--- src/necd_pkg.sv ---
// Package for the NEC infrared frame decoder.
// Holds the command codes, timing windows, code width and request/result types.
// No dependencies; the decoder modules import it, while the two interfaces do not.
`timescale 1ns / 1ps
`default_nettype none

package necd_pkg;

    // Number of data bits in one frame.
    localparam int CODE_BITS = 32;
    // Width of the received-bit counter (counts 0 .. CODE_BITS-1).
    localparam int CNT_W     = $clog2(CODE_BITS);
    localparam int TIME_W    = 16;

    // Command codes carried by a request.
    localparam logic [1:0] CMD_EDGE    = 2'd0;
    localparam logic [1:0] CMD_TIMEOUT = 2'd1;
    localparam logic [1:0] CMD_REARM   = 2'd2;

    // Timing windows in microseconds.
    localparam logic [TIME_W-1:0] LEAD_MARK_LO  = 16'd8500;
    localparam logic [TIME_W-1:0] LEAD_MARK_HI  = 16'd9500;
    localparam logic [TIME_W-1:0] LEAD_SPACE_LO = 16'd4000;
    localparam logic [TIME_W-1:0] LEAD_SPACE_HI = 16'd5000;
    localparam logic [TIME_W-1:0] BIT_MARK_LO   = 16'd400;
    localparam logic [TIME_W-1:0] BIT_MARK_HI   = 16'd700;
    localparam logic [TIME_W-1:0] BIT_SPACE_LO  = 16'd400;
    localparam logic [TIME_W-1:0] BIT_SPACE_HI  = 16'd1800;
    localparam logic [TIME_W-1:0] BIT_ONE_MIN   = 16'd1000;

    typedef struct packed {
        logic [1:0]        cmd;
        logic [TIME_W-1:0] elapsed_us;
    } t_req;

    typedef struct packed {
        logic        code_valid;
        logic [31:0] frame_code;
        logic [7:0]  button;
        logic        frame_error;
    } t_result;

endpackage : necd_pkg

`default_nettype wire

--- src/necd_req_if.sv ---
// Request channel of the NEC infrared frame decoder: valid, ready and edge payload.
// Depends on nothing; widths match the types in necd_pkg.
`timescale 1ns / 1ps
`default_nettype none

interface necd_req_if;
    logic        valid;
    logic        ready;
    logic [1:0]  cmd;
    logic [15:0] elapsed_us;

    modport source (output valid, output cmd, output elapsed_us, input ready);
    modport sink   (input valid, input cmd, input elapsed_us, output ready);
endinterface : necd_req_if

`default_nettype wire

--- src/necd_res_if.sv ---
// Result channel of the NEC infrared frame decoder: valid, ready and decode result.
// Depends on nothing; widths match the types in necd_pkg.
`timescale 1ns / 1ps
`default_nettype none

interface necd_res_if;
    logic        valid;
    logic        ready;
    logic        code_valid;
    logic [31:0] frame_code;
    logic [7:0]  button;
    logic        frame_error;

    modport source (output valid, output code_valid, output frame_code, output button,
                    output frame_error, input ready);
    modport sink   (input valid, input code_valid, input frame_code, input button,
                    input frame_error, output ready);
endinterface : necd_res_if

`default_nettype wire

--- src/necd_in_reg.sv ---
// Input register stage of the NEC decoder: captures one request per cycle while empty or moving on.
// Depends on necd_pkg and necd_req_if.
`timescale 1ns / 1ps
`default_nettype none

module necd_in_reg (
    input  wire logic          i_clk,
    input  wire logic          i_rst_n,
    necd_req_if.sink           i_req,
    input  wire logic          i_advance,
    output logic               o_valid,
    output necd_pkg::t_req     o_item
);
    import necd_pkg::*;

    logic r_valid;
    t_req r_item;

    // The stage takes a new request when empty or when its content moves on.
    assign i_req.ready = !r_valid || i_advance;

    // Valid flag of the stage.
    always_ff @(posedge i_clk) begin
        if (!i_rst_n) begin
            r_valid <= 1'b0;
        end else if (i_req.ready) begin
            r_valid <= i_req.valid;
        end
    end

    // Payload capture.
    always_ff @(posedge i_clk) begin
        if (i_req.valid && i_req.ready) begin
            r_item.cmd        <= i_req.cmd;
            r_item.elapsed_us <= i_req.elapsed_us;
        end
    end

    assign o_valid = r_valid;
    assign o_item  = r_item;

endmodule : necd_in_reg

`default_nettype wire

--- src/necd_fsm.sv ---
// Frame state machine of the NEC decoder: checks each duration and shifts in bits.
// Depends on necd_pkg.
`timescale 1ns / 1ps
`default_nettype none

module necd_fsm (
    input  wire logic          i_clk,
    input  wire logic          i_rst_n,
    input  wire logic          i_advance,
    input  wire necd_pkg::t_req i_item,
    output necd_pkg::t_result  o_res
);
    import necd_pkg::*;

    typedef enum logic [2:0] {
        PH_IDLE       = 3'd0,
        PH_LEAD_MARK  = 3'd1,
        PH_LEAD_SPACE = 3'd2,
        PH_BIT_MARK   = 3'd3,
        PH_BIT_SPACE  = 3'd4
    } t_phase;

    t_phase               r_phase, n_phase;
    logic [CNT_W-1:0]     r_bits, n_bits;
    logic [CODE_BITS-1:0] r_shift, n_shift;
    logic                 r_locked, n_locked;

    logic [TIME_W-1:0]    t;
    logic [CODE_BITS-1:0] shifted;
    logic [63:0]          code_ext;
    t_result              res;

    assign t        = i_item.elapsed_us;
    assign shifted  = {r_shift[CODE_BITS-2:0], (t >= BIT_ONE_MIN)};
    assign code_ext = 64'(shifted);

    // Next state and result for the request in the input register.
    always_comb begin
        n_phase  = r_phase;
        n_bits   = r_bits;
        n_shift  = r_shift;
        n_locked = r_locked;
        res      = '0;
        case (i_item.cmd)
            CMD_EDGE: begin
                if (!r_locked) begin
                    case (r_phase)
                        PH_LEAD_MARK: begin
                            if (t > LEAD_MARK_LO && t < LEAD_MARK_HI) begin
                                n_phase = PH_LEAD_SPACE;
                            end else begin
                                n_phase         = PH_IDLE;
                                res.frame_error = 1'b1;
                            end
                        end
                        PH_LEAD_SPACE: begin
                            if (t > LEAD_SPACE_LO && t < LEAD_SPACE_HI) begin
                                n_phase = PH_BIT_MARK;
                            end else begin
                                n_phase         = PH_IDLE;
                                res.frame_error = 1'b1;
                            end
                        end
                        PH_BIT_MARK: begin
                            if (t > BIT_MARK_LO && t < BIT_MARK_HI) begin
                                n_phase = PH_BIT_SPACE;
                            end else begin
                                n_phase         = PH_IDLE;
                                res.frame_error = 1'b1;
                            end
                        end
                        PH_BIT_SPACE: begin
                            if (t >= BIT_SPACE_LO && t <= BIT_SPACE_HI) begin
                                n_shift = shifted;
                                if (r_bits == CNT_W'(CODE_BITS - 1)) begin
                                    // Last bit: report the frame and lock.
                                    n_phase        = PH_IDLE;
                                    n_locked       = 1'b1;
                                    res.code_valid = 1'b1;
                                    res.frame_code = code_ext[31:0];
                                    res.button     = code_ext[15:8];
                                end else begin
                                    n_bits  = r_bits + 1'b1;
                                    n_phase = PH_BIT_MARK;
                                end
                            end else begin
                                n_phase         = PH_IDLE;
                                res.frame_error = 1'b1;
                            end
                        end
                        default: begin
                            // First edge arms the decoder.
                            n_bits  = '0;
                            n_shift = '0;
                            n_phase = PH_LEAD_MARK;
                        end
                    endcase
                end
            end
            CMD_TIMEOUT: begin
                if (r_phase != PH_IDLE) begin
                    n_phase         = PH_IDLE;
                    res.frame_error = 1'b1;
                end
            end
            CMD_REARM: begin
                n_locked = 1'b0;
            end
            default: begin
            end
        endcase
    end

    // Decoder state, updated once per request.
    always_ff @(posedge i_clk) begin
        if (!i_rst_n) begin
            r_phase  <= PH_IDLE;
            r_bits   <= '0;
            r_shift  <= '0;
            r_locked <= 1'b0;
        end else if (i_advance) begin
            r_phase  <= n_phase;
            r_bits   <= n_bits;
            r_shift  <= n_shift;
            r_locked <= n_locked;
        end
    end

    assign o_res = res;

`ifndef SYNTH
    // A completed frame locks the decoder.
    a_done_locks: assert property (@(posedge i_clk) disable iff (!i_rst_n)
        (i_advance && res.code_valid) |=> r_locked)
        else $error("frame completed without locking");

    // Only a rearm request releases the lock.
    a_lock_holds: assert property (@(posedge i_clk) disable iff (!i_rst_n)
        (r_locked && !(i_advance && i_item.cmd == CMD_REARM)) |=> r_locked)
        else $error("lock released without rearm");

    // An error always sends the decoder back to idle.
    a_error_idles: assert property (@(posedge i_clk) disable iff (!i_rst_n)
        (i_advance && res.frame_error) |=> (r_phase == PH_IDLE))
        else $error("error did not return to idle");

    // While locked the decoder sits idle.
    a_locked_idle: assert property (@(posedge i_clk) disable iff (!i_rst_n)
        r_locked |-> (r_phase == PH_IDLE))
        else $error("locked while decoding");
`endif

endmodule : necd_fsm

`default_nettype wire

--- src/necd_out_reg.sv ---
// Result register of the NEC decoder: holds one result until the sink takes it.
// Depends on necd_pkg and necd_res_if.
`timescale 1ns / 1ps
`default_nettype none

module necd_out_reg (
    input  wire logic              i_clk,
    input  wire logic              i_rst_n,
    input  wire logic              i_load,
    input  wire necd_pkg::t_result i_res,
    output logic                   o_free,
    necd_res_if.source             o_res
);
    import necd_pkg::*;

    logic    r_valid;
    t_result r_res;

    // Free when empty or when the held result is taken this cycle.
    assign o_free = !r_valid || o_res.ready;

    // Valid flag of the result register.
    always_ff @(posedge i_clk) begin
        if (!i_rst_n) begin
            r_valid <= 1'b0;
        end else if (o_free) begin
            r_valid <= i_load;
        end
    end

    // Result payload.
    always_ff @(posedge i_clk) begin
        if (i_load) begin
            r_res <= i_res;
        end
    end

    assign o_res.valid       = r_valid;
    assign o_res.code_valid  = r_res.code_valid;
    assign o_res.frame_code  = r_res.frame_code;
    assign o_res.button      = r_res.button;
    assign o_res.frame_error = r_res.frame_error;

endmodule : necd_out_reg

`default_nettype wire

--- src/nec_ir_frame_decoder_core.sv ---
// NEC infrared frame decoder: top level joining input register, state machine and result register.
// Depends on necd_pkg, necd_req_if, necd_res_if, necd_in_reg, necd_fsm and necd_out_reg.
//
// The decoder takes one request per clock cycle (edge, timeout or rearm) while the sink keeps up
// and returns exactly one result for each: the request is held in the input register, then the
// window checks, bit shift and state update happen in a single pass as the request moves into
// the result register. The result register frees in the same cycle the sink takes its content,
// so with the sink always ready the sustained rate is one request per cycle; a stalled sink
// holds both registers and then ready drops. Reset is synchronous and active low, and after it
// the decoder is idle, unlocked and waiting for the arming edge.
`timescale 1ns / 1ps
`default_nettype none

module nec_ir_frame_decoder_core (
    input  wire logic  i_clk,
    input  wire logic  i_rst_n,
    necd_req_if.sink   i_req,
    necd_res_if.source o_res
);
    import necd_pkg::*;

    logic    in_valid;
    t_req    in_item;
    logic    out_free;
    logic    advance;
    t_result fsm_res;

    // A request moves on when the result register can take its result.
    assign advance = in_valid && out_free;

    necd_in_reg u_in_reg (
        .i_clk     (i_clk),
        .i_rst_n   (i_rst_n),
        .i_req     (i_req),
        .i_advance (advance),
        .o_valid   (in_valid),
        .o_item    (in_item)
    );

    necd_fsm u_fsm (
        .i_clk     (i_clk),
        .i_rst_n   (i_rst_n),
        .i_advance (advance),
        .i_item    (in_item),
        .o_res     (fsm_res)
    );

    necd_out_reg u_out_reg (
        .i_clk   (i_clk),
        .i_rst_n (i_rst_n),
        .i_load  (advance),
        .i_res   (fsm_res),
        .o_free  (out_free),
        .o_res   (o_res)
    );

endmodule : nec_ir_frame_decoder_core

`default_nettype wire
--- src/flat_wrapper.sv ---
// flat-port wrapper written by rule: the top's interface ports become plain ports
module nec_ir_frame_decoder_core_flat import necd_pkg::*;
  (i_clk, i_rst_n, i_req_valid, i_req_cmd, i_req_elapsed_us, i_req_ready, o_res_valid, o_res_code_valid, o_res_frame_code, o_res_button, o_res_frame_error, o_res_ready);
  necd_req_if i_req_i ();
  necd_res_if o_res_i ();
  input  wire logic i_clk;
  input  wire logic i_rst_n;
  input wire logic [$bits(i_req_i.valid)-1:0] i_req_valid;
  input wire logic [$bits(i_req_i.cmd)-1:0] i_req_cmd;
  input wire logic [$bits(i_req_i.elapsed_us)-1:0] i_req_elapsed_us;
  output wire logic [$bits(i_req_i.ready)-1:0] i_req_ready;
  output wire logic [$bits(o_res_i.valid)-1:0] o_res_valid;
  output wire logic [$bits(o_res_i.code_valid)-1:0] o_res_code_valid;
  output wire logic [$bits(o_res_i.frame_code)-1:0] o_res_frame_code;
  output wire logic [$bits(o_res_i.button)-1:0] o_res_button;
  output wire logic [$bits(o_res_i.frame_error)-1:0] o_res_frame_error;
  input wire logic [$bits(o_res_i.ready)-1:0] o_res_ready;
  assign i_req_i.valid = i_req_valid;
  assign i_req_i.cmd = i_req_cmd;
  assign i_req_i.elapsed_us = i_req_elapsed_us;
  assign i_req_ready = i_req_i.ready;
  assign o_res_valid = o_res_i.valid;
  assign o_res_code_valid = o_res_i.code_valid;
  assign o_res_frame_code = o_res_i.frame_code;
  assign o_res_button = o_res_i.button;
  assign o_res_frame_error = o_res_i.frame_error;
  assign o_res_i.ready = o_res_ready;
  nec_ir_frame_decoder_core u_core (.i_clk(i_clk), .i_rst_n(i_rst_n), .i_req(i_req_i), .o_res(o_res_i));
endmodule
--- config.mk ---
export PLATFORM = sky130hd
export DESIGN_NAME = nec_ir_frame_decoder_core_flat
export DESIGN_NICKNAME = d
export VERILOG_FILES = /design/src/necd_pkg.sv /design/src/necd_req_if.sv /design/src/necd_res_if.sv /design/src/necd_in_reg.sv /design/src/necd_fsm.sv /design/src/necd_out_reg.sv /design/src/nec_ir_frame_decoder_core.sv /design/src/flat_wrapper.sv
export SDC_FILE = /design/constraint.sdc
export NUM_CORES = 1
export LEC_CHECK = 0
export BUFFER_PORTS_ARGS = -buffer_cell sky130_fd_sc_hd__buf_2
export CORE_ASPECT_RATIO = 2
export CORE_UTILIZATION = 60
export DETAILED_ROUTE_END_ITERATION = 6
export PLACE_DENSITY = 0.8
export RECOVER_POWER = 25
export SYNTH_ARGS = -nofsm -noshare
export SYNTH_HDL_FRONTEND = slang
export SYNTH_SLANG_ARGS = --single-unit
--- constraint.sdc ---
create_clock -name i_clk -period 6.45 [get_ports i_clk]
set_input_delay 0.645 -clock i_clk [delete_from_list [all_inputs] [get_ports i_clk]]
set_output_delay 0.645 -clock i_clk [all_outputs]
set_load 0.005 [all_outputs]
==> results.toml <==
[routing]
wl_microns = 6890
ant_nets = 0
dr_total_vias = 2666
post_drt_wl_per_cell_microns = 15.3
drtIter0Drc = 52
drt_pass1_iterations = 4
routed_via_density = 5.94
drc = 0

[global_route]
grt_max_degree = 36
overflow = 0
grt_usage_pct = 21.8
grt_pass1_vias = 2429
use_met3_pct = 4.80
grt_first_pass_wirelength_microns = 10800
grt.busiest_layer = "met2"
antenna_found_initial = 0
gr-usage-met1_pct = 20.7
grtUsageMet2_pct = 36.9

[finish]
drive_gt1_share_pct = 26.2
multi_input_area_sq_um = 1300
area_delta_synth_final_pct = 14.7
most-common-layout-cells = "65 x buf_2, 52 x edfxtp_1, 42 x dfxtp_1, 33 x and2_1, 32 x a22o_1"
design_area_sq_um = 4450
nNetsFinal = 383
fillers = 471
n_antenna_cell = 0
seqCellArea_sq_um = 2400
finish.utilization_pct = 71.1
final_common_cell = "buf_2"
fin_cells = 449

[setup_path]
cp-end-kind = "flop"
crit_family = "buffers and inverters"
crit_fanout = 35
path_class = "input pin to flop"
critPathMaxStageDelay_ps = 1240
path_cells = "buf_2, nand2b_1, and2_0, clkbuf_1, nor2b_1, a41oi_1, a211oi_1"
cp_num_buf_inv = 2
cp.required_ps = 6700
critical_path_arrival_ps = 3130
crit_slowest_cell = "clkbuf_1"
cp-start-kind = "input pin"

[placement]
gp_congestion = 0.954
dp_slack_ps = 3810
dp_cells = 434
place_hpwl_microns = 4900
placed_area_sq_um = 4180
port_buffers = 65

[synth]
synthesis.nets = 332
syn_inst = 308
yosysTopAreaCell = "edfxtp_1"
syn_avg_cell_area_sq_um = 12.6
synthFlopType = "edfxtp_1"
synth_top_area_share_pct = 40.2
synth-seq-area-share_pct = 61.9
ys_async_sr_fraction_pct = 0
ys_ff_latch = 94
ys_types = 53
synth-edff-count = 52
synth_area_sq_um = 3880
yosys-top-cells-area = "edfxtp_1 40%, dfxtp_1 22%, a22o_1 7.2%, and2_1 5.5%, buf_4 2.1%"
ys_warn_count = 0

[power_and_ir_drop]
ir_drop_mv = 0.195
power_mw = 1.19
powerDensity_nw_per_um2 = 268
power.leakage_nw = 1.66

[timing]
clock.fmax_mhz = 347
hold_violations = 0
tightest_slew_ps = 1730
min_period_ps = 2880
skew_ps = 5.05
relSlewSlack_pct = -15.0
setup_viol = 0
setup_tns_ps = 0
rsz0062_at_grt = "no"
slew_viol_final = 36
period_share_pct = 44.7
hold_ws_ps = 482
layout_setup_ws_ps = 3570

[min_path]
worstHoldPathType = "input pin to flop"

[clock_network]
clock_path_buffers = 2
cts_buffers = 9
cts_resized = 0
cts_sinks = 94
htreeDepth = 3
hold_buffers = 0
cts_tree = "yes"
insertion_delay_ps = 330
cts-root-buf = "clkbuf_16"
post_cts_buffers = 0
cts.clk_slew.worst_paths_ps = 60

[run_status]
status = "finished, violations left"
violations = "max-capacitance violations, max-slew violations"

[floorplanning]
coreArea_sq_um = 6260
dieWidth_microns = 58.9
die_area_sq_um = 6820
initial_core_util_pct = 62.0
ios = 66
placementRows = 41
die_h_microns = 116

[flow_run]
maxCapViolCount = 1
-- cell usage after synthesis, types with 2 or more instances --
cell type  instances
and3_1             4
buf_2             10
a211o_1            2
a2111oi_2          2
a211oi_1           2
nor4_1             2
o31ai_1            2
nor2b_1            5
o21ai_0            3
dfxtp_1           42
nand2_1           13
inv_1              8
o211ai_1           2
a22o_1            32
nor3_1             8
nor4b_1            2
buf_4             11
a21oi_1            7
edfxtp_1          52
o21a_1             3
and2_1            34
o211a_1            2
nand4_1            4
ha_1               2
clkbuf_1           5
nor2_1            13
nor4_2             2
nand3_1            4
o2111ai_1          6
-- cell type report --
type / count / share of cell area (%)
Sequential cell: 94 / 54.0
Multi-Input combinational cell: 179 / 29.2
Timing Repair Buffer: 67 / 7.56
Tap cell: 86 / 2.42
Clock buffer: 10 / 5.37
Inverter: 8 / 0.675
Clock inverter: 5 / 0.815
-- cell families after synthesis --
family,count (synthesis),synth area share [%]
simple gates,99,14.9
flops,94,61.9
compound gates,76,17.1
buf+inv,35,4.96
fa+ha+maj,2,0.644
xor+xnor,1,0.226
mux,1,0.290
-- path summary, 6_finish.rpt --
| kind | start | to | slack, ps | depth (start not counted) |
|---|---|---|---|---|
| min reg2reg | u_core.u_fsm.r_bits[4] | u_core.u_fsm.r_bits[4] | 480 | 1 |
| max reg2reg | u_core.u_in_reg.o_valid | u_core.u_fsm.r_locked | 3670 | 5 |
| min | i_req_elapsed_us[15] | u_core.u_in_reg.o_item[15] | 480 | 1 |
| max | o_res_ready | u_core.u_fsm.r_locked | 3570 | 7 |
-- flip-flops by register name, indices dropped and copies added (netlist names) --
signal                              cells
u_core.u_out_reg.o_res.frame_error      1
u_core.u_fsm.r_locked                   1
u_core.u_in_reg.o_valid                 1
u_core.u_out_reg.o_res.frame_code      32
u_core.u_fsm.r_phase                    3
u_core.u_fsm.r_bits                     5
u_core.u_fsm.r_shift                   31
u_core.u_in_reg.o_item                 18
u_core.u_out_reg.o_res.code_valid       1
u_core.u_out_reg.o_res.valid            1
-- power by group --
group          leakage, nW  internal, mW  total [mW]  switching, mW
Clock                0.127         0.269       0.475          0.206
Sequential           0.813         0.651       0.665         0.0144
Combinational        0.720        0.0213      0.0511         0.0298
-- layer usage --
layer	vias up	part of all wire, %	wire length [microns]
met2	101	52	3610
met1	1263	36	2470
met3	36	4.3	298
li1	1266	-	-
met4	0	7.4	507
met5	-	0	0
-- worst register-to-register path, cell delays in order (launching register included) --
cell	delay (ps)
dfxtp_1	440
and2_0	150
clkbuf_1	1240
nor2b_1	400
a41oi_1	230
a211oi_1	250
No activity file was read; power rests on OpenSTA's default activity.
